File: config.mk
export PLATFORM = sky130hd
export DESIGN_NAME = jhsh_front
export DESIGN_NICKNAME = d
export VERILOG_FILES = /design/src/hdl/jhsh_pkg.sv /design/src/hdl/jhsh_front.sv
export SDC_FILE = /design/constraint.sdc
export NUM_CORES = 1
export LEC_CHECK = 0
export ABC_AREA = 1
export BUFFER_PORTS_ARGS = -buffer_cell sky130_fd_sc_hd__buf_2
export CORE_MARGIN = 1
export CORE_UTILIZATION = 50
export CTS_CLUSTER_SIZE = 10
export DETAILED_ROUTE_END_ITERATION = 10
export GPL_TIMING_DRIVEN = 0
export PLACE_DENSITY = 0.79
export REMOVE_ABC_BUFFERS = 1
export SLEW_MARGIN = 20
export SYNTH_ARGS = -nofsm -noshare
export SYNTH_HDL_FRONTEND = slang
export SYNTH_SLANG_ARGS = --single-unit
File: constraint.sdc
create_clock -name clk_i -period 6 [get_ports clk_i]
set_input_delay 0.6 -clock clk_i [delete_from_list [all_inputs] [get_ports clk_i]]
set_output_delay 0.6 -clock clk_i [all_outputs]
set_load 0.01 [all_outputs]
File: src/hdl/jhsh_pkg.sv
// package for the jpeg huffman symbol histogram unit
// action and operation codes, queue entry type, category helpers
// no dependencies
package jhsh_pkg;

  localparam int ComponentSlots = 4;
  localparam int EntriesPerComp = 512;
  localparam int QueueDepth     = 4;
  localparam int RunW           = 6;
  localparam int CountOutW      = 32;

  localparam logic       TableDc = 1'b0;
  localparam logic       TableAc = 1'b1;
  localparam logic [7:0] SymZrl  = 8'hF0;
  localparam logic [7:0] SymEob  = 8'h00;

  typedef enum logic [1:0] {
    ACT_COEF  = 2'd0,
    ACT_READ  = 2'd1,
    ACT_CLEAR = 2'd2
  } action_e;

  typedef enum logic [1:0] {
    OP_BUMP  = 2'd0,
    OP_READ  = 2'd1,
    OP_CLEAR = 2'd2
  } op_kind_e;

  typedef enum logic {
    BK_SWEEP = 1'b0,
    BK_RUN   = 1'b1
  } back_state_e;

  typedef struct packed {
    op_kind_e   kind;
    logic [1:0] comp;
    logic       table_kind;
    logic [7:0] sym;
    logic [1:0] incr;
    logic       zero;
  } op_t;

  typedef struct packed {
    logic clearing;
    logic read_fire;
  } back_status_t;

  function automatic op_t make_op(input op_kind_e kind, input logic [1:0] comp,
                                  input logic table_kind, input logic [7:0] sym,
                                  input logic [1:0] incr, input logic zero);
    op_t o;
    o.kind       = kind;
    o.comp       = comp;
    o.table_kind = table_kind;
    o.sym        = sym;
    o.incr       = incr;
    o.zero       = zero;
    return o;
  endfunction

  function automatic logic [14:0] magnitude(input logic signed [15:0] v);
    logic [15:0] neg;
    neg = -v;
    return v[15] ? neg[14:0] : v[14:0];
  endfunction

  function automatic logic [3:0] size_category(input logic [14:0] mag);
    logic [3:0] n;
    n = '0;
    for (int b = 0; b < 15; b++) begin
      if (mag[b]) n = 4'(b + 1);
    end
    return n;
  endfunction

endpackage

File: src/hdl/jhsh_front.sv
// front end: accepts requests, tracks block position, zero run and dc predictors
// turns each request into up to two histogram operations for the queue
// depends on jhsh_pkg
module jhsh_front #(
  parameter int NUM_COMPONENTS = 4,
  parameter int BLOCK_COEFFS   = 64
) (
  input  logic               clk_i,
  input  logic               rst_ni,
  input  logic               valid_i,
  output logic               ready_o,
  input  logic [1:0]         action_i,
  input  logic [1:0]         component_i,
  input  logic signed [14:0] coefficient_i,
  input  logic               table_kind_i,
  input  logic [7:0]         symbol_i,
  output logic               push_valid_o,
  input  logic               push_ready_i,
  output jhsh_pkg::op_t      push_op_o
);
  import jhsh_pkg::*;

  localparam int PosW = $clog2(BLOCK_COEFFS);

  logic [PosW-1:0]    pos_q, pos_d;
  logic [RunW-1:0]    run_q, run_d;
  logic signed [14:0] pred_q [ComponentSlots];
  logic signed [14:0] pred_d [ComponentSlots];
  op_t                op0_q, op0_d, op1_q, op1_d;
  logic [1:0]         cnt_q, cnt_d;

  logic push_fire, accept;

  assign push_valid_o = (cnt_q != 2'd0);
  assign push_op_o    = op0_q;
  assign push_fire    = push_valid_o && push_ready_i;
  assign ready_o      = (cnt_q == 2'd0) || ((cnt_q == 2'd1) && push_fire);
  assign accept       = valid_i && ready_o;

  always_comb begin
    logic              known;
    logic              last;
    logic [RunW-1:0]   run_next;
    logic [3:0]        cat;
    logic signed [15:0] diff;
    op_t               n0, n1;
    logic [1:0]        nops;
    pos_d    = pos_q;
    run_d    = run_q;
    pred_d   = pred_q;
    op0_d    = op0_q;
    op1_d    = op1_q;
    cnt_d    = cnt_q;
    known    = int'(component_i) < NUM_COMPONENTS;
    last     = (pos_q == PosW'(BLOCK_COEFFS - 1));
    run_next = run_q;
    diff     = 16'(coefficient_i) - 16'(pred_q[component_i]);
    cat      = '0;
    n0       = make_op(OP_BUMP, component_i, TableAc, SymEob, 2'd1, 1'b0);
    n1       = n0;
    nops     = 2'd0;
    if (push_fire) begin
      op0_d = op1_q;
      cnt_d = cnt_q - 2'd1;
    end
    if (accept) begin
      unique case (action_e'(action_i))
        ACT_CLEAR: begin
          pos_d  = '0;
          run_d  = '0;
          for (int c = 0; c < ComponentSlots; c++) pred_d[c] = '0;
          n0     = make_op(OP_CLEAR, component_i, table_kind_i, symbol_i, 2'd0, 1'b0);
          nops   = 2'd1;
        end
        ACT_READ: begin
          n0   = make_op(OP_READ, component_i, table_kind_i, symbol_i, 2'd0, !known);
          nops = 2'd1;
        end
        ACT_COEF: begin
          if (known) begin
            if (pos_q == '0) begin
              cat                 = size_category(magnitude(diff));
              n0                  = make_op(OP_BUMP, component_i, TableDc, {4'd0, cat},
                                            2'd1, 1'b0);
              nops                = 2'd1;
              pred_d[component_i] = coefficient_i;
            end else if (coefficient_i == '0) begin
              run_next = run_q + RunW'(1);
            end else begin
              cat      = size_category(magnitude(16'(coefficient_i)));
              run_next = '0;
              if (run_q[5:4] != 2'd0) begin
                n0   = make_op(OP_BUMP, component_i, TableAc, SymZrl, run_q[5:4], 1'b0);
                n1   = make_op(OP_BUMP, component_i, TableAc, {run_q[3:0], cat}, 2'd1,
                               1'b0);
                nops = 2'd2;
              end else begin
                n0   = make_op(OP_BUMP, component_i, TableAc, {run_q[3:0], cat}, 2'd1,
                               1'b0);
                nops = 2'd1;
              end
            end
            if (last) begin
              if (run_next != '0) begin
                if (nops == 2'd0) begin
                  n0 = make_op(OP_BUMP, component_i, TableAc, SymEob, 2'd1, 1'b0);
                end else begin
                  n1 = make_op(OP_BUMP, component_i, TableAc, SymEob, 2'd1, 1'b0);
                end
                nops = nops + 2'd1;
              end
              pos_d = '0;
              run_d = '0;
            end else begin
              pos_d = pos_q + PosW'(1);
              run_d = run_next;
            end
          end
        end
        default: ;
      endcase
      op0_d = n0;
      op1_d = n1;
      cnt_d = nops;
    end
  end

  always_ff @(posedge clk_i or negedge rst_ni) begin
    if (!rst_ni) begin
      pos_q <= '0;
      run_q <= '0;
      cnt_q <= '0;
      for (int c = 0; c < ComponentSlots; c++) pred_q[c] <= '0;
    end else begin
      pos_q  <= pos_d;
      run_q  <= run_d;
      cnt_q  <= cnt_d;
      pred_q <= pred_d;
    end
  end

  always_ff @(posedge clk_i) begin
    op0_q <= op0_d;
    op1_q <= op1_d;
  end

endmodule

==> report_table.html <==
<table>
<tr><th>Metric</th><th>Value</th></tr>
<tr><th colspan="2">Floorplan</th></tr>
<tr><td>Die Outline Area</td><td>13300 sq um</td></tr>
<tr><td>Core region area</td><td>12600 sq um</td></tr>
<tr><td>Die Height</td><td>115 microns</td></tr>
<tr><td>Initial core utilization</td><td>0.510</td></tr>
<tr><td>Number of rows created at floorplan</td><td>41</td></tr>
<tr><td>Die Wd</td><td>115 microns</td></tr>
<tr><td>Count of pins on the block boundary</td><td>50</td></tr>
<tr><th colspan="2">Yosys</th></tr>
<tr><td>Primary FF master, synth</td><td>sky130_fd_sc_hd__dfrtp_1</td></tr>
<tr><td>Most frequent cells after synthesis</td><td>sky130_fd_sc_hd__nand2_1, sky130_fd_sc_hd__inv_1, sky130_fd_sc_hd__o22ai_1</td></tr>
<tr><td>Number of instances in the synthesized netlist</td><td>809</td></tr>
<tr><td>Total of flip-flops plus latches after synthesis</td><td>99</td></tr>
<tr><td>Number of enable flip-flop cells after synthesis</td><td>25</td></tr>
<tr><td>Synth top area cells</td><td>sky130_fd_sc_hd__dfrtp_1, sky130_fd_sc_hd__edfxtp_1, sky130_fd_sc_hd__nand2_1, sky130_fd_sc_hd__inv_1, sky130_fd_sc_hd__o22ai_1</td></tr>
<tr><td>Synth unique cells</td><td>54</td></tr>
<tr><td>Share of the synthesized area in the top cell type</td><td>0.289</td></tr>
<tr><td>Yosys top cell by area</td><td>sky130_fd_sc_hd__dfrtp_1</td></tr>
<tr><td>Most frequently used cell type in the post-synthesis netlist</td><td>sky130_fd_sc_hd__nand2_1</td></tr>
<tr><td>Synthesized area</td><td>6410 sq um</td></tr>
<tr><td>Proportion of synthesized chip area in sequential cells</td><td>0.406</td></tr>
<tr><td>Average footprint of a synthesized cell</td><td>7.93 sq um</td></tr>
<tr><td>Share of flip-flops with an asynchronous set or reset</td><td>0.747</td></tr>
<tr><td>Yosys warnings</td><td>0</td></tr>
<tr><th colspan="2">CTS</th></tr>
<tr><td>Number of post-CTS setup repair buffers</td><td>0</td></tr>
<tr><td>Master cell of the clock root buffer</td><td>sky130_fd_sc_hd__clkbuf_16</td></tr>
<tr><td>Number of buffers on the longest clock path</td><td>2</td></tr>
<tr><td>Total clock buffers created by CTS</td><td>9</td></tr>
<tr><td>CTS tree</td><td>done</td></tr>
<tr><td>Sink Count</td><td>99</td></tr>
<tr><td>Count of hold buffers inserted by post-cts repair</td><td>0</td></tr>
<tr><td>H-tree lvl count</td><td>3</td></tr>
<tr><td>Clock slew at reported path FFs</td><td>0.07 ns</td></tr>
<tr><td>Post-CTS sizing</td><td>0</td></tr>
<tr><td>Later-pin clock latency in the skew report</td><td>0.35 ns</td></tr>
<tr><th colspan="2">Global route</th></tr>
<tr><td>Routing layer with the top usage in global route</td><td>met2</td></tr>
<tr><td>Vias in the first global route</td><td>5110</td></tr>
<tr><td>Tot GR Track Use</td><td>0.233</td></tr>
<tr><td>Pin count of the biggest net entering global routing</td><td>50</td></tr>
<tr><td>Global-route wire length before repair</td><td>24.1 mm</td></tr>
<tr><td>Global routing usage on met1</td><td>0.313</td></tr>
<tr><td>Global-route met2 utilization</td><td>0.377</td></tr>
<tr><td>Number of antenna violations at the first check in global routing</td><td>0</td></tr>
<tr><td>Met3 global-route usage</td><td>0.0506</td></tr>
<tr><td>Congestion Overflow GR</td><td>0</td></tr>
<tr><th colspan="2">Worst setup path</th></tr>
<tr><td>Required time at the endpoint of the critical path</td><td>6.10 ns</td></tr>
<tr><td>Critical path's top delay family</td><td>simple AND/OR/NAND/NOR gates</td></tr>
<tr><td>Worst setup EP type</td><td>register</td></tr>
<tr><td>Critical path arrival</td><td>5.08 ns</td></tr>
<tr><td>Critical path class</td><td>primary input to register</td></tr>
<tr><td>Largest driver fanout on the critical path</td><td>27</td></tr>
<tr><td>Biggest cell delay along the critical path</td><td>0.81 ns</td></tr>
<tr><td>Slowest stage cell on the critical path</td><td>sky130_fd_sc_hd__clkinv_1</td></tr>
<tr><td>Worst r2r path cells</td><td>10</td></tr>
<tr><td>Reg2Reg Capture Point</td><td>pred_q[19]</td></tr>
<tr><td>CP most frequent cell</td><td>sky130_fd_sc_hd__nand2_1</td></tr>
<tr><td>Kind of start point of the critical path</td><td>primary input</td></tr>
<tr><td>Total buffers and inverters traversed by the critical path</td><td>4</td></tr>
<tr><td>Worst R2R Start</td><td>cnt_q[0]</td></tr>
<tr><td>Worst setup startpoint</td><td>component_i[1]</td></tr>
<tr><td>Reg2Reg Setup Slack</td><td>2.25 ns</td></tr>
<tr><th colspan="2">Timing</th></tr>
<tr><td>Final critical delay including setup and external delays</td><td>4.97 ns</td></tr>
<tr><td>F_max</td><td>0.201 GHz</td></tr>
<tr><td>Max transition margin</td><td>0.228</td></tr>
<tr><td>Transition time at the pin with the least slew margin</td><td>1.15 ns</td></tr>
<tr><td>Final hold violation count</td><td>0</td></tr>
<tr><td>Final worst-path cycle share</td><td>0.829</td></tr>
<tr><td>Worst-case hold slack</td><td>0.150 ns</td></tr>
<tr><td>Smallest setup slack after layout</td><td>1.03 ns</td></tr>
<tr><td>Clock Skew</td><td>0.00757 ns</td></tr>
<tr><td>Final setup fails</td><td>0</td></tr>
<tr><td>Fin Setup TNS</td><td>0 ns</td></tr>
<tr><td>Setup repair after global routing missed its margin</td><td>no</td></tr>
<tr><td>Final Max Slew Viols</td><td>0</td></tr>
<tr><th colspan="2">Finish</th></tr>
<tr><td>Count of nets after finishing</td><td>909</td></tr>
<tr><td>Sequential cell area</td><td>2600 sq um</td></tr>
<tr><td>Fill count</td><td>1143</td></tr>
<tr><td>Fin util</td><td>0.566</td></tr>
<tr><td>Area occupied by multi-input gates</td><td>3190 sq um</td></tr>
<tr><td>Final antenna diode count</td><td>0</td></tr>
<tr><td>Final std cells w/o fill</td><td>1023</td></tr>
<tr><td>P&amp;R area growth vs syn</td><td>11.0%</td></tr>
<tr><td>Fraction of layout cells with a size suffix above 1</td><td>0.125</td></tr>
<tr><th colspan="2">Run status</th></tr>
<tr><td>Status</td><td>complete, no violations</td></tr>
<tr><th colspan="2">Place</th></tr>
<tr><td>I/O Buffers</td><td>48</td></tr>
<tr><td>Placed Cells</td><td>1008</td></tr>
<tr><td>DP HPWL</td><td>10.4 mm</td></tr>
<tr><td>Worst slack at placement</td><td>0.685 ns</td></tr>
<tr><td>Weighted congestion reported at the end of routability-driven placement</td><td>0.861</td></tr>
<tr><th colspan="2">Routing</th></tr>
<tr><td>DRC violation count after routing</td><td>0</td></tr>
<tr><td>Drt wl/cell</td><td>13.9 microns</td></tr>
<tr><td>Total via count in the routed design</td><td>5517</td></tr>
<tr><td>Detailed Route WL</td><td>14.2 mm</td></tr>
<tr><td>Number of iterations in the first detailed-routing pass</td><td>5</td></tr>
<tr><td>Initial detailed-routing violation count</td><td>514</td></tr>
<tr><td>Count of antenna-violating nets left after detailed routing</td><td>0</td></tr>
<tr><td>Mean number of vias per cell</td><td>5.39</td></tr>
<tr><th colspan="2">Pwr</th></tr>
<tr><td>Maximum resistive drop on vdd</td><td>225 uV</td></tr>
<tr><td>Power density over cell area</td><td>497 nW/um^2</td></tr>
<tr><td>P_leak</td><td>0.00333 uW</td></tr>
<tr><th colspan="2">Flow run</th></tr>
<tr><td>Max cap viols</td><td>0</td></tr>
<tr><th colspan="2">Worst hold path</th></tr>
<tr><td>Classification of the worst-slack hold path</td><td>primary input to asynchronous set/reset pin</td></tr>
</table>
==> cells in the final DEF, fill, tap and decap left out, drive strengths merged <==
| cell type | count |
|---|---|
| a21boi | 1 |
| a21o | 2 |
| a21oi | 24 |
| a221oi | 14 |
| a22o | 4 |
| a22oi | 2 |
| a31oi | 5 |
| buf | 49 |
| clkbuf | 14 |
| clkinv | 3 |
| conb | 1 |
| dfrtp | 74 |
| edfxtp | 25 |
| fa | 1 |
| ha | 29 |
| inv | 144 |
| nand2 | 185 |
| nand3 | 29 |
| nand3b | 1 |
| nand4 | 8 |
| nor2 | 69 |
| nor3 | 11 |
| nor3b | 1 |
| nor4 | 2 |
| o211ai | 2 |
| o21ai | 26 |
| o21bai | 1 |
| o221ai | 1 |
| o22ai | 80 |
| o31a | 1 |
| o31ai | 2 |
| o41ai | 1 |
| or2 | 3 |
| xnor2 | 10 |
| xor2 | 26 |
==> metal layers <==
layer | up-vias | part of all wire
li1 | 2762 | -
met1 | 2547 | 0.45
met2 | 181 | 0.46
met3 | 27 | 0.070
met4 | 0 | 0.018
met5 | - | 0
==> registers in the layout, summed over array words and instances (netlist names) <==
signal     count
op1_q         10
pred_q        60
push_op_o     15
pos_q          6
cnt_q          2
run_q          6
==> power by group <==
| part | internal [uW] | total (uW) | switching (uW) |
|---|---|---|---|
| Sequential | 987 | 1090 | 107 |
| Clock | 327 | 567 | 241 |
| Combinational | 701 | 1880 | 1180 |
| Total | 2020 | 3540 | 1520 |
==> area by class of cell <==
type,instances,share of cell area
inverter,146,0.0770
timing repair buffer,49,0.0380
tap,172,0.0302
sequential,99,0.366
multi-input combinational,542,0.448
clock buffer,14,0.0401
clock inverter,1,0.000703
==> through the flow <==
stage	cell area (sq um)	power [uW]
detailed placement	6820	2980
global route	7120	3880
floorplan	6320	2580
CTS	7110	3540
global placement	6770	2930
finish	7120	3540
==> worst max-delay path by stage <==
stage                        end  cells past startpoint
finish              push_op_o[5]                     27
global route        push_op_o[3]                     31
CTS                 push_op_o[5]                     27
detailed placement  push_op_o[5]                     27
global placement    push_op_o[5]                     27
floorplan           push_op_o[4]                     26
==> cells by family after synthesis <==
| kind of cell | count (synthesis) | share of synthesized area |
|---|---|---|
| and+or+nand+nor | 309 | 0.206 |
| buffers and inverters | 168 | 0.100 |
| AOI/OAI and AO/OA | 166 | 0.166 |
| DFF | 99 | 0.406 |
| xor gates and xnor gates | 36 | 0.0615 |
| adders and majority gates | 30 | 0.0597 |
| other | 1 | 0.000585 |
No activity file was read; power rests on OpenSTA's default activity.
