===== src/hdl/jhsh_pkg.sv =====
// package for the jpeg huffman symbol histogram unit
// action and operation codes, queue entry type, category helpers
// no dependencies
package jhsh_pkg;

  localparam int ComponentSlots = 4;
  localparam int EntriesPerComp = 512;
  localparam int QueueDepth     = 4;
  localparam int RunW           = 6;
  localparam int CountOutW      = 32;

  localparam logic       TableDc = 1'b0;
  localparam logic       TableAc = 1'b1;
  localparam logic [7:0] SymZrl  = 8'hF0;
  localparam logic [7:0] SymEob  = 8'h00;

  typedef enum logic [1:0] {
    ACT_COEF  = 2'd0,
    ACT_READ  = 2'd1,
    ACT_CLEAR = 2'd2
  } action_e;

  typedef enum logic [1:0] {
    OP_BUMP  = 2'd0,
    OP_READ  = 2'd1,
    OP_CLEAR = 2'd2
  } op_kind_e;

  typedef enum logic {
    BK_SWEEP = 1'b0,
    BK_RUN   = 1'b1
  } back_state_e;

  typedef struct packed {
    op_kind_e   kind;
    logic [1:0] comp;
    logic       table_kind;
    logic [7:0] sym;
    logic [1:0] incr;
    logic       zero;
  } op_t;

  typedef struct packed {
    logic clearing;
    logic read_fire;
  } back_status_t;

  function automatic op_t make_op(input op_kind_e kind, input logic [1:0] comp,
                                  input logic table_kind, input logic [7:0] sym,
                                  input logic [1:0] incr, input logic zero);
    op_t o;
    o.kind       = kind;
    o.comp       = comp;
    o.table_kind = table_kind;
    o.sym        = sym;
    o.incr       = incr;
    o.zero       = zero;
    return o;
  endfunction

  function automatic logic [14:0] magnitude(input logic signed [15:0] v);
    logic [15:0] neg;
    neg = -v;
    return v[15] ? neg[14:0] : v[14:0];
  endfunction

  function automatic logic [3:0] size_category(input logic [14:0] mag);
    logic [3:0] n;
    n = '0;
    for (int b = 0; b < 15; b++) begin
      if (mag[b]) n = 4'(b + 1);
    end
    return n;
  endfunction

endpackage


===== src/hdl/jhsh_op_fifo.sv =====
// short operation queue between front end and histogram back end
// depends on jhsh_pkg
module jhsh_op_fifo (
  input  logic          clk_i,
  input  logic          rst_ni,
  input  logic          push_valid_i,
  output logic          push_ready_o,
  input  jhsh_pkg::op_t push_op_i,
  output logic          pop_valid_o,
  input  logic          pop_ready_i,
  output jhsh_pkg::op_t pop_op_o
);
  import jhsh_pkg::*;

  localparam int PtrW = $clog2(QueueDepth);

  op_t             entries_q [QueueDepth];
  logic [PtrW-1:0] wr_ptr_q, rd_ptr_q;
  logic [PtrW:0]   fill_q;
  logic            push, pop;

  assign push_ready_o = (fill_q != (PtrW + 1)'(QueueDepth));
  assign pop_valid_o  = (fill_q != '0);
  assign pop_op_o     = entries_q[rd_ptr_q];
  assign push         = push_valid_i && push_ready_o;
  assign pop          = pop_valid_o && pop_ready_i;

  always_ff @(posedge clk_i or negedge rst_ni) begin
    if (!rst_ni) begin
      wr_ptr_q <= '0;
      rd_ptr_q <= '0;
      fill_q   <= '0;
    end else begin
      if (push) wr_ptr_q <= wr_ptr_q + PtrW'(1);
      if (pop) rd_ptr_q <= rd_ptr_q + PtrW'(1);
      if (push && !pop) begin
        fill_q <= fill_q + (PtrW + 1)'(1);
      end else if (pop && !push) begin
        fill_q <= fill_q - (PtrW + 1)'(1);
      end
    end
  end

  always_ff @(posedge clk_i) begin
    if (push) entries_q[wr_ptr_q] <= push_op_i;
  end

endmodule


===== config.mk =====
export PLATFORM = sky130hd
export DESIGN_NAME = jhsh_op_fifo
export DESIGN_NICKNAME = d
export VERILOG_FILES = /design/src/hdl/jhsh_pkg.sv /design/src/hdl/jhsh_op_fifo.sv
export SDC_FILE = /design/constraint.sdc
export NUM_CORES = 1
export LEC_CHECK = 0
export BUFFER_PORTS_ARGS = -buffer_cell sky130_fd_sc_hd__buf_4
export CORE_MARGIN = 2
export CORE_UTILIZATION = 51
export CTS_CLUSTER_SIZE = 16
export DETAILED_ROUTE_END_ITERATION = 10
export MAX_ROUTING_LAYER = met4
export PLACE_DENSITY = 0.75
export RECOVER_POWER = 25
export SLEW_MARGIN = 25
export SYNTH_ARGS = -nofsm -noshare
export SYNTH_HDL_FRONTEND = slang
export SYNTH_SLANG_ARGS = --single-unit

===== constraint.sdc =====
create_clock -name clk_i -period 1.9 [get_ports clk_i]
set_clock_uncertainty 0.15 [all_clocks]
set_input_delay 0.19 -clock clk_i [delete_from_list [all_inputs] [get_ports clk_i]]
set_output_delay 0.19 -clock clk_i [all_outputs]
set_load 0.02 [all_outputs]

==> flow_metrics.env, run 1 <==
export IMPL_run_status="finished, violations left"
export IMPL_violations="negative setup slack"
export IMPL_synth_top_area_share_pct=69.6
export IMPL_holdPathEnd="rd_ptr_q[1]"
export IMPL_initial_utilization_pct=53.4
export IMPL_yosysTopAreaCell="sky130_fd_sc_hd__edfxtp_1"
export IMPL_maxClockFrequency_mhz=507
export IMPL_cts_buffer_depth=2
export IMPL_avgRoutedWirePerCell_um=17.9
export IMPL_clk_transition_reported_paths_ps=70
export IMPL_timing_hold_worst_start="pop_ready_i"
export IMPL_grt_setup_unrepaired="yes"
export IMPL_min_delay_path_depth=3
export IMPL_hold_worst_slack_ps=33.1
export IMPL_cts_htree_levels=3
export IMPL_nNetsFinal=226
export IMPL_synth_area_per_cell_um2=23.2
export IMPL_synth_area_mm2=0.00276
export IMPL_totalNegativeSetupSlack_ps=-387
export IMPL_post_synth_and_or_nand_nor_area_fraction_pct=1.86
export IMPL_largest_cells_by_area_after_synthesis="sky130_fd_sc_hd__edfxtp_1 (70%), sky130_fd_sc_hd__mux4_1 (7.6%), sky130_fd_sc_hd__mux4_2 (6.5%)"
export IMPL_vdd_ir_drop_max_uv=893
export IMPL_std_cell_rows=26
export IMPL_critPathRequiredTime_ps=2020
export IMPL_timing_rr_start="fill_q[0]"
export IMPL_worst_slew_pin_slew_ps=385
export IMPL_p_total_w=0.00596
export IMPL_slew_limit_headroom_pct=74.3
export IMPL_timing_final_ws_setup_ps=-72.5
export IMPL_ys_warnings_count=0
export IMPL_multi_input_area_um2=614
export IMPL_timing_final_setup_violations=18
export IMPL_clock_buffer_count_from_cts=9
export IMPL_worstReg2RegEnd="fill_q[2]"
export IMPL_finalWeightedCongestion=0.684
export IMPL_synth_compound_area_share_pct=0.408
export IMPL_reg2regPathDepth=8
export IMPL_syn_nets=145
export IMPL_final_instance_count_excl_fill=275
export IMPL_core_area_mm2=0.00517
export IMPL_timing_final_crit_share_pct=104
export IMPL_ant_nets=0
export IMPL_cp_data_arrival_time_ps=2090
export IMPL_fillers=291
export IMPL_final_min_clock_period_ps=1970
export IMPL_main_combinational_cell_family_by_area_after_synthesis="multiplexers"
export IMPL_die_span_y_um=77.6
export IMPL_viasPerCell=5.13
export IMPL_setup_worst_path_start_class="flip-flop"
export IMPL_regToRegSetupSlack_ps=-70
export IMPL_insertion_delay_ps=340
export IMPL_antenna_violations_before_repair=0
export IMPL_power_density_cell_area_mw_per_mm2=1610
export IMPL_layout_area_seq_mm2=0.00210
export IMPL_num_antenna_cells=0
export IMPL_p_leak_nw=1.35
export IMPL_criticalPathCategory="flip-flop to flip-flop"
export IMPL_port_bufs=37
export IMPL_numPlacedInstances=239
export IMPL_number_of_top_level_pins=38
export IMPL_first_pass_grt_wire_length_mm=7.90
export IMPL_synthToLayoutAreaGrowth_pct=34.4
export IMPL_holdCritPathClass="input pin to flip-flop"
export IMPL_post_synth_num_cell_types=19
export IMPL_die_w_um=77.6
export IMPL_clock_sinks=71
export IMPL_synth_seq_area_share_pct=76.0
export IMPL_final_util_pct=71.7
export IMPL_synth_cells=119
export IMPL_share_of_final_layout_standard_cells_stronger_than_drive_strength_1_pct=42.9
export IMPL_grt_max_degree=17
export IMPL_grt_pass1_vias=1563
export IMPL_max_cap_viol_count=0
export IMPL_share_of_the_synthesized_netlist_area_taken_by_xor_and_xnor_gates_pct=1.90
export IMPL_finalMaxSlewViolations=0
export IMPL_dr_total_vias=1410
export IMPL_post_synth_fa_ha_maj_area_fraction_pct=2.99
export IMPL_floorplan_die_area_mm2=0.00602
export IMPL_hpwl_after_detailed_placement_mm=3.12
export IMPL_synth_ff_latch_count=71
export IMPL_cts_tree="yes"
export IMPL_detailedRoute_firstPassIterationCount=4
export IMPL_grtUsageTotal_pct=19.0
export IMPL_timing_critical_path_fanout_max=2
export IMPL_overflow=0
export IMPL_dr_first_iter_drc_count=48
export IMPL_nature_of_the_critical_path_endpoint="flip-flop"
export IMPL_drcViolationCount=0
export IMPL_clock_tree_root_cell="sky130_fd_sc_hd__clkbuf_8"
export IMPL_timing_hold_violations_final=0
export IMPL_finalWirelength_mm=4.93
export IMPL_muxShareOfSynthArea_pct=15.0
## layer usage
layer | GRT usage (%) | wire [um] | up-vias
met3 | 6.28 | 188 | 8
li1 | - | - | 640
met4 | 6.96 | 75 | 0
met5 | - | 0 | -
met2 | 31.7 | 2670 | 32
met1 | 21.7 | 1990 | 730
## worst max path at each step
stage	from	endpoint	slack, ps
CTS	fill_q[0]	fill_q[2]	-90
global route	fill_q[0]	fill_q[2]	-140
detailed placement	fill_q[2]	fill_q[2]	-110
floorplan	fill_q[2]	fill_q[2]	-140
finish	fill_q[0]	fill_q[2]	-70
global placement	fill_q[2]	fill_q[2]	-30
## synth_stat cells, drive strengths merged
library cell and number:
mux4 16, and2 4, ha 5, xnor2 4, xor2 2, buf 4, a21boi 1, fa 1
nand3 1, or3 1, nor2 2, dfrtp 7, edfxtp 64, nand2 2, inv 3, mux2 2
## critical path, cell delays in order (launching register included)
cell and delay, ps:
sky130_fd_sc_hd__dfrtp_1 380, sky130_fd_sc_hd__or3_4 410, sky130_fd_sc_hd__nand2_4 80, sky130_fd_sc_hd__ha_4 120, sky130_fd_sc_hd__inv_2 30, sky130_fd_sc_hd__fa_2 330
sky130_fd_sc_hd__xor2_1 140, sky130_fd_sc_hd__nor2_1 120, sky130_fd_sc_hd__xor2_1 140
## what timing repair did
item                                    4_1_cts  5_1_grt
resized for setup                            25        8
endpoints found under the hold margin        71        0
buffers inserted                              3        1
gates cloned                                  1        0
pin swaps                                     3        0
endpoints found under the setup margin       18       18
hold buffers                                 17        0
## where the power goes
part | total (W) | internal, W | switching, W
Clock | 0.00127 | 0.000735 | 0.000539
Combinational | 0.00245 | 0.00134 | 0.00111
Sequential | 0.00224 | 0.00209 | 0.000155
Total | 0.00596 | 0.00416 | 0.00180
## area by class of cell
cell class              instances  share of cell area [%]
well taps                      70                    2.36
flip-flops and latches         71                    56.6
clock inverters                 6                    2.29
inverters                       3                   0.304
repair buffers                 74                    18.5
multi-input cells              41                    16.6
clock buffers                  10                    3.44
## placed cells by master, fill, tap and decap left out, drive strengths merged
cell,netlist,layout
nand2,2,2
dfrtp,7,7
or3,1,1
ha,5,5
and2,4,4
xnor2,4,4
xor2,2,2
fa,1,1
edfxtp,64,64
clkbuf,0,19
buf,4,48
mux4,16,16
bufinv,0,2
mux2,2,2
nor2,2,2
inv,3,3
nand3,1,1
clkinvlp,0,1
a21boi,1,1
clkinv,0,3
dlygate4sd3,0,17
## flip-flops by register name, indices dropped and copies added (netlist names)
| register | cells |
|---|---|
| fill_q | 3 |
| rd_ptr_q | 2 |
| entries_q | 64 |
| wr_ptr_q | 2 |
## kinds of logic (layout without fill, tap and decap cells)
logic type / Yosys count / after routing
buf+inv: 7 / 93
flops: 71 / 71
fa+ha+maj: 6 / 6
mux: 18 / 18
compound gates: 1 / 1
simple gates: 10 / 10
xor+xnor: 6 / 6
## metrics by stage
stage                     instance area (um2)  setup slack (ps)
after floorplan                          2790              -139
after global placement                   3290             -32.8
after detailed placement                 3290              -109
after CTS                                3750             -88.0
after global routing                     3710              -142
final                                    3710             -72.5
(Power assumes the default switching activity.)
==> inputs of run 2 (changes only) <==
--- a/config.mk
+++ b/config.mk
@@ -12,7 +12,8 @@
 export DETAILED_ROUTE_END_ITERATION = 10
 export MAX_ROUTING_LAYER = met4
 export PLACE_DENSITY = 0.75
-export RECOVER_POWER = 25
+export RECOVER_POWER = 50
+export REMOVE_ABC_BUFFERS = 1
 export SLEW_MARGIN = 25
 export SYNTH_ARGS = -nofsm -noshare
 export SYNTH_HDL_FRONTEND = slang
==> run 2 against run 1 <==
  * The run still ends with negative setup slack left
  * Maximum frequency fell by 1.1%
  * Sequential power barely moved
  * Global-route usage fell by 0.39 points
  * Final area fell by 0.14%
  * Setup slack got worse by 22 ps
  * Total power rose by 1.8%
  * Sequential share of layout area rose by 0.076 points
  * Critical path depth did not move
  * Critical path type unchanged
  * Critical endpoint unchanged
  * Largest cell class unchanged
  * Highest routed layer unchanged
==> flow_metrics.env, run 2 (synthesis gave the netlist of run 1 again) <==
export IMPL_most_common_layout_cells="sky130_fd_sc_hd__edfxtp_1 (64), sky130_fd_sc_hd__buf_4 (24), sky130_fd_sc_hd__dlygate4sd3_1 (17), sky130_fd_sc_hd__clkbuf_1 (17)"
export IMPL_nature_of_the_critical_path_endpoint="flip-flop"
export IMPL_holdPathEnd="rd_ptr_q[1]"
export IMPL_reg2regPathDepth=8
export IMPL_timing_rr_start="fill_q[2]"
export IMPL_core_area_mm2=0.00517
export IMPL_first_pass_grt_wire_length_mm=7.68
export IMPL_clock_buffer_count_from_cts=9
export IMPL_vdd_ir_drop_max_uv=762
export IMPL_p_leak_nw=1.33
export IMPL_avgRoutedWirePerCell_um=18.4
export IMPL_port_bufs=37
export IMPL_num_antenna_cells=0
export IMPL_timing_hold_worst_start="pop_ready_i"
export IMPL_grtUsageTotal_pct=18.6
export IMPL_largest_registers_in_the_final_layout="entries_q (64), fill_q (3)"
export IMPL_clk_transition_reported_paths_ps=70
export IMPL_finalInstanceArea_mm2=0.00370
export IMPL_initial_utilization_pct=53.4
export IMPL_ant_nets=0
export IMPL_worst_slew_pin_slew_ps=395
export IMPL_holdCritPathClass="input pin to flip-flop"
export IMPL_drcViolationCount=0
export IMPL_run_status="finished, violations left"
export IMPL_finalWirelength_mm=5.10
export IMPL_cts_htree_levels=3
export IMPL_clock_tree_root_cell="sky130_fd_sc_hd__clkbuf_8"
export IMPL_floorplan_die_area_mm2=0.00602
export IMPL_violations="negative setup slack"
export IMPL_share_of_final_layout_standard_cells_stronger_than_drive_strength_1_pct=41.3
export IMPL_finalMaxSlewViolations=0
export IMPL_regToRegSetupSlack_ps=-90
export IMPL_grt_pass1_vias=1573
export IMPL_cts_tree="yes"
export IMPL_p_total_w=0.00607
export IMPL_maxClockFrequency_mhz=501
export IMPL_final_instance_count_excl_fill=278
export IMPL_timing_final_ws_setup_ps=-94.6
export IMPL_setup_worst_path_start_class="flip-flop"
export IMPL_max_cap_viol_count=0
export IMPL_cp_data_arrival_time_ps=2080
export IMPL_overflow=0
export IMPL_timing_hold_violations_final=0
export IMPL_power_density_cell_area_mw_per_mm2=1640
export IMPL_placement_cell_area_mm2=0.00322
export IMPL_final_min_clock_period_ps=1990
export IMPL_timing_final_setup_violations=18
export IMPL_finalWeightedCongestion=0.662
export IMPL_hpwl_after_detailed_placement_mm=3.06
export IMPL_synthToLayoutAreaGrowth_pct=34.2
export IMPL_largest_register_ffs=64
export IMPL_die_span_y_um=77.6
export IMPL_fillers=324
export IMPL_criticalPathCategory="flip-flop to flip-flop"
export IMPL_grt_setup_unrepaired="yes"
export IMPL_viasPerCell=5.13
export IMPL_worstReg2RegEnd="fill_q[2]"
export IMPL_std_cell_rows=26
export IMPL_slew_limit_headroom_pct=73.7
export IMPL_antenna_violations_before_repair=0
export IMPL_dr_first_iter_drc_count=74
export IMPL_cts_buffer_depth=2
export IMPL_timing_critical_path_fanout_max=2
export IMPL_grt_max_degree=18
export IMPL_numPlacedInstances=240
export IMPL_nNetsFinal=229
export IMPL_max_flop_register="entries_q"
export IMPL_clock_sinks=71
export IMPL_min_delay_path_depth=3
export IMPL_timing_final_crit_share_pct=105
export IMPL_detailedRoute_firstPassIterationCount=4
export IMPL_insertion_delay_ps=340
export IMPL_critPathRequiredTime_ps=1990
export IMPL_dr_total_vias=1425
export IMPL_die_w_um=77.6
export IMPL_mostFrequentLayoutCell="sky130_fd_sc_hd__edfxtp_1"
export IMPL_totalNegativeSetupSlack_ps=-1060
export IMPL_number_of_top_level_pins=38
export IMPL_final_util_pct=71.6
==> run 2: changes by cell type in the layout (fill, tap and decap cells not counted), moves of 2 or more <==
cell | previous run | this run
sky130_fd_sc_hd__clkbuf_1 | 10 | 17
sky130_fd_sc_hd__clkinvlp_4 | 1 | 3
sky130_fd_sc_hd__buf_4 | 26 | 24
sky130_fd_sc_hd__buf_12 | 4 | 2
==> run 2: worst max path at each step <==
stage | startpoint | to | slack (ps) | cells past startpoint
after CTS | rd_ptr_q[0] | pop_op_o[12] | -120 | 3
after global routing | fill_q[2] | fill_q[2] | -210 | 8
after detailed placement | fill_q[1] | fill_q[2] | -240 | 8
final | fill_q[2] | fill_q[2] | -90 | 8
after global placement | fill_q[1] | fill_q[2] | -110 | 8
after floorplan | fill_q[1] | fill_q[2] | -340 | 8
==> run 2: critical path: stages, from the launching register on <==
cell and delay (ps):
sky130_fd_sc_hd__dfrtp_1 390, sky130_fd_sc_hd__or3_4 410, sky130_fd_sc_hd__nand2_4 80, sky130_fd_sc_hd__ha_4 130, sky130_fd_sc_hd__inv_2 40, sky130_fd_sc_hd__fa_2 320
sky130_fd_sc_hd__xor2_1 150, sky130_fd_sc_hd__nor2_1 70, sky130_fd_sc_hd__xor2_1 150
==> run 2: layout make-up <==
class / count / area (um2) / area share (%)
Sequential cell: 71 / 2100 / 56.6
Multi-Input combinational cell: 41 / 628 / 17.0
Clock buffer: 9 / 124 / 3.34
Timing Repair Buffer: 77 / 659 / 17.8
Inverter: 3 / 11.3 / 0.304
Tap cell: 70 / 87.6 / 2.36
Clock inverter: 7 / 96.3 / 2.60
==> run 2: layer usage <==
metal	vias up	wire length, um	global-route usage (%)
met5	-	0	-
met4	0	114	8.57
met3	11	218	5.70
met2	45	2830	31.7
met1	724	1940	20.2
li1	645	-	-
==> run 2: timing repair <==
item | in CTS | in global routing
resized for setup | 22 | 21
gates cloned | 0 | 1
endpoints found under the hold margin | 71 | 0
endpoints found under the setup margin | 18 | 31
pin swaps | 4 | 2
hold buffers | 17 | 0
buffers inserted | 2 | 2
==> run 2: where the power goes <==
part,switching (W),total (W),internal [W]
clock,0.000575,0.00131,0.000740
combinational,0.00118,0.00253,0.00135
sequential,0.000134,0.00222,0.00209
==> run 2: per-stage QoR <==
step           hold slack, ps  worst slack [ps]
2_1_floorplan            -256              -337
3_3_place_gp             -146              -112
3_5_place_dp             -143              -235
4_1_cts                  6.57              -117
5_1_grt                  30.2              -208
6_report                 14.4             -94.6
==> inputs of run 3 (changes only) <==
--- a/config.mk
+++ b/config.mk
@@ -7,11 +7,10 @@
 export LEC_CHECK = 0
 export BUFFER_PORTS_ARGS = -buffer_cell sky130_fd_sc_hd__buf_4
 export CORE_MARGIN = 2
-export CORE_UTILIZATION = 51
+export CORE_UTILIZATION = 39
 export CTS_CLUSTER_SIZE = 16
 export DETAILED_ROUTE_END_ITERATION = 10
 export MAX_ROUTING_LAYER = met4
-export PLACE_DENSITY = 0.75
 export RECOVER_POWER = 50
 export REMOVE_ABC_BUFFERS = 1
 export SLEW_MARGIN = 25
==> constraint.sdc (replaced) <==
create_clock -name clk_i -period 2.2 [get_ports clk_i]
set_clock_uncertainty 0.15 [all_clocks]
set_input_delay 0.22 -clock clk_i [delete_from_list [all_inputs] [get_ports clk_i]]
set_output_delay 0.22 -clock clk_i [all_outputs]
set_load 0.02 [all_outputs]
==> run 3 against run 2 <==
  * The run now ends clean
  * Total power shrank 24%
  * Critical path type unchanged
  * Highest routed layer unchanged
  * Combinational power down 33%
  * Sequential cell count is the same
  * Clock power fell by 21%
  * Critical path depth unchanged
  * Via count decreased by 5.5%
  * Sequential share of layout area grew 3.3 points
==> flow_metrics.env, run 3 (synthesis gave the netlist of run 1 again) <==
export IMPL_criticalPathCategory="flip-flop to flip-flop"
export IMPL_final_util_pct=51.2
export IMPL_detailedRoute_firstPassIterationCount=4
export IMPL_drcViolationCount=0
export IMPL_power_density_cell_area_mw_per_mm2=1320
export IMPL_num_antenna_cells=0
export IMPL_dr_total_vias=1346
export IMPL_number_of_top_level_pins=38
export IMPL_antenna_violations_before_repair=0
export IMPL_overflow=0
export IMPL_avgRoutedWirePerCell_um=16.2
export IMPL_hpwl_after_detailed_placement_mm=3.03
export IMPL_grt_setup_unrepaired="no"
export IMPL_floorplan_die_area_mm2=0.00777
export IMPL_cts_tree="yes"
export IMPL_grt_max_degree=17
export IMPL_cp_data_arrival_time_ps=2220
export IMPL_first_pass_grt_wire_length_mm=7.20
export IMPL_run_status="finished clean"
export IMPL_netSwitchingFraction_pct=30.9
export IMPL_regToRegSetupSlack_ps=80
export IMPL_timing_critical_path_fanout_max=3
export IMPL_clock_buffer_count_from_cts=9
export IMPL_ant_nets=0
export IMPL_mostFrequentLayoutCell="sky130_fd_sc_hd__edfxtp_1"
export IMPL_timing_rr_start="fill_q[1]"
export IMPL_die_span_y_um=88.1
export IMPL_p_total_w=0.00462
export IMPL_final_min_clock_period_ps=2120
export IMPL_hold_worst_slack_ps=59.0
export IMPL_grtUsageTotal_pct=13.6
export IMPL_viasPerCell=4.66
export IMPL_core_area_mm2=0.00683
export IMPL_finalWirelength_mm=4.68
export IMPL_timing_final_setup_violations=0
export IMPL_multi_input_area_um2=636
export IMPL_p_int_w=0.00319
export IMPL_p_leak_nw=1.24
export IMPL_most_common_layout_cells="sky130_fd_sc_hd__edfxtp_1 (64), sky130_fd_sc_hd__buf_4 (25), sky130_fd_sc_hd__clkbuf_1 (21), sky130_fd_sc_hd__dlygate4sd3_1 (17), sky130_fd_sc_hd__clkbuf_8 (11)"
export IMPL_critPathCapture="fill_q[2]"
export IMPL_slew_limit_headroom_pct=69.2
export IMPL_power_frac_clock_pct=22.3
export IMPL_grt_pass1_vias=1435
export IMPL_share_of_final_layout_standard_cells_stronger_than_drive_strength_1_pct=30.1
export IMPL_nNetsFinal=214
export IMPL_die_w_um=88.1
export IMPL_largest_register_ffs=64
export IMPL_initial_utilization_pct=40.4
export IMPL_power_frac_seq_pct=41.0
export IMPL_worstReg2RegEnd="fill_q[2]"
export IMPL_holdCritPathClass="input pin to flip-flop"
export IMPL_dp_slack_ps=-6.59
export IMPL_worst_slew_pin_slew_ps=461
export IMPL_clock_sinks=71
export IMPL_net_switching_component_of_the_power_w=0.00143
export IMPL_timing_final_ws_setup_ps=80.5
export IMPL_finalWeightedCongestion=0.775
export IMPL_power_share_combinational_pct=36.7
export IMPL_std_cell_rows=30
export IMPL_insertion_delay_ps=330
export IMPL_vdd_ir_drop_max_uv=513
export IMPL_reg2regPathDepth=8
export IMPL_max_flop_register="entries_q"
export IMPL_cts_htree_levels=3
export IMPL_critPathRequiredTime_ps=2300
export IMPL_timing_hold_worst_start="pop_ready_i"
export IMPL_port_bufs=37
export IMPL_cts_buffer_depth=2
export IMPL_finalMaxSlewViolations=0
export IMPL_dr_first_iter_drc_count=46
export IMPL_setup_worst_path_start_class="flip-flop"
export IMPL_maxClockFrequency_mhz=472
export IMPL_timing_hold_violations_final=0
export IMPL_crit_path_start="fill_q[1]"
export IMPL_timing_final_crit_share_pct=96.3
export IMPL_clock_tree_root_cell="sky130_fd_sc_hd__clkbuf_8"
export IMPL_synthToLayoutAreaGrowth_pct=26.8
export IMPL_clk_transition_reported_paths_ps=70
export IMPL_fillers=593
export IMPL_layout_area_seq_mm2=0.00210
export IMPL_max_cap_viol_count=0
export IMPL_largest_registers_in_the_final_layout="entries_q (64), fill_q (3)"
export IMPL_nature_of_the_critical_path_endpoint="flip-flop"
export IMPL_totalNegativeSetupSlack_ps=0
-- run 3: cell types whose count changed in the layout (fill, tap and decap cells not counted), moves of 3 or more --
cell,previous run,this run
sky130_fd_sc_hd__and2_1,3,0
sky130_fd_sc_hd__buf_6,16,0
sky130_fd_sc_hd__clkbuf_1,17,21
sky130_fd_sc_hd__mux4_2,16,8
sky130_fd_sc_hd__and2_2,1,4
sky130_fd_sc_hd__mux4_1,0,8
-- run 3: timing repair --
item | CTS | global route
endpoints found under the setup margin | 1 | 66
hold buffers | 17 | 0
pin swaps | 1 | 2
resized for setup | 2 | 6
hold endpoints to repair | 71 | 0
setup buffers | 1 | 1
gates cloned | 0 | 0
-- run 3: per-layer routing --
| layer | share of wire [%] | vias to the layer above | GRT usage [%] |
|---|---|---|---|
| li1 | - | 627 | - |
| met5 | 0 | - | - |
| met4 | 0.96 | 0 | 6.34 |
| met2 | 53 | 36 | 22.2 |
| met3 | 3.7 | 7 | 3.58 |
| met1 | 42 | 676 | 15.8 |
-- run 3: how the worst min path moves through the flow --
stage,slack (ps),cells after the start,endpoint
3_3_place_gp,-110,1,fill_q[0]
3_5_place_dp,-110,1,fill_q[0]
5_1_grt,70,3,rd_ptr_q[0]
4_1_cts,30,3,rd_ptr_q[0]
2_1_floorplan,-230,0,fill_q[0]
6_report,60,3,rd_ptr_q[1]
-- run 3: final cells by class --
| cell class | count | share of cell area, % |
|---|---|---|
| Tap cell | 96 | 3.43 |
| Clock inverter | 3 | 1.22 |
| Inverter | 3 | 0.322 |
| Clock buffer | 13 | 4.54 |
| Sequential cell | 71 | 59.9 |
| Multi-Input combinational cell | 41 | 18.2 |
| Timing Repair Buffer | 62 | 12.4 |
-- run 3: stage by stage --
stage          cells  area, um2
2_1_floorplan    115       2720
3_3_place_gp     254       3160
3_5_place_dp     254       3160
4_1_cts          288       3550
5_1_grt          289       3500
6_report         289       3500
-- run 3: power by group through the flow --
stage	clock network, W	logic [W]	registers [W]
after floorplan	0	0.000932	0.00200
after CTS	0.00105	0.00173	0.00190
after detailed placement	0	0.00170	0.00193
final	0.00103	0.00170	0.00189
after global placement	0	0.00165	0.00190
after global routing	0.00111	0.00184	0.00192
-- run 3: worst max-delay path, cell delays in order, from the launching register on --
cell                      delay (ps)
sky130_fd_sc_hd__dfrtp_1         380
sky130_fd_sc_hd__or3_4           400
sky130_fd_sc_hd__nand2_2         120
sky130_fd_sc_hd__ha_4            150
sky130_fd_sc_hd__inv_1            50
sky130_fd_sc_hd__fa_1            370
sky130_fd_sc_hd__xor2_1          150
sky130_fd_sc_hd__nor2_1          110
sky130_fd_sc_hd__xor2_1          150
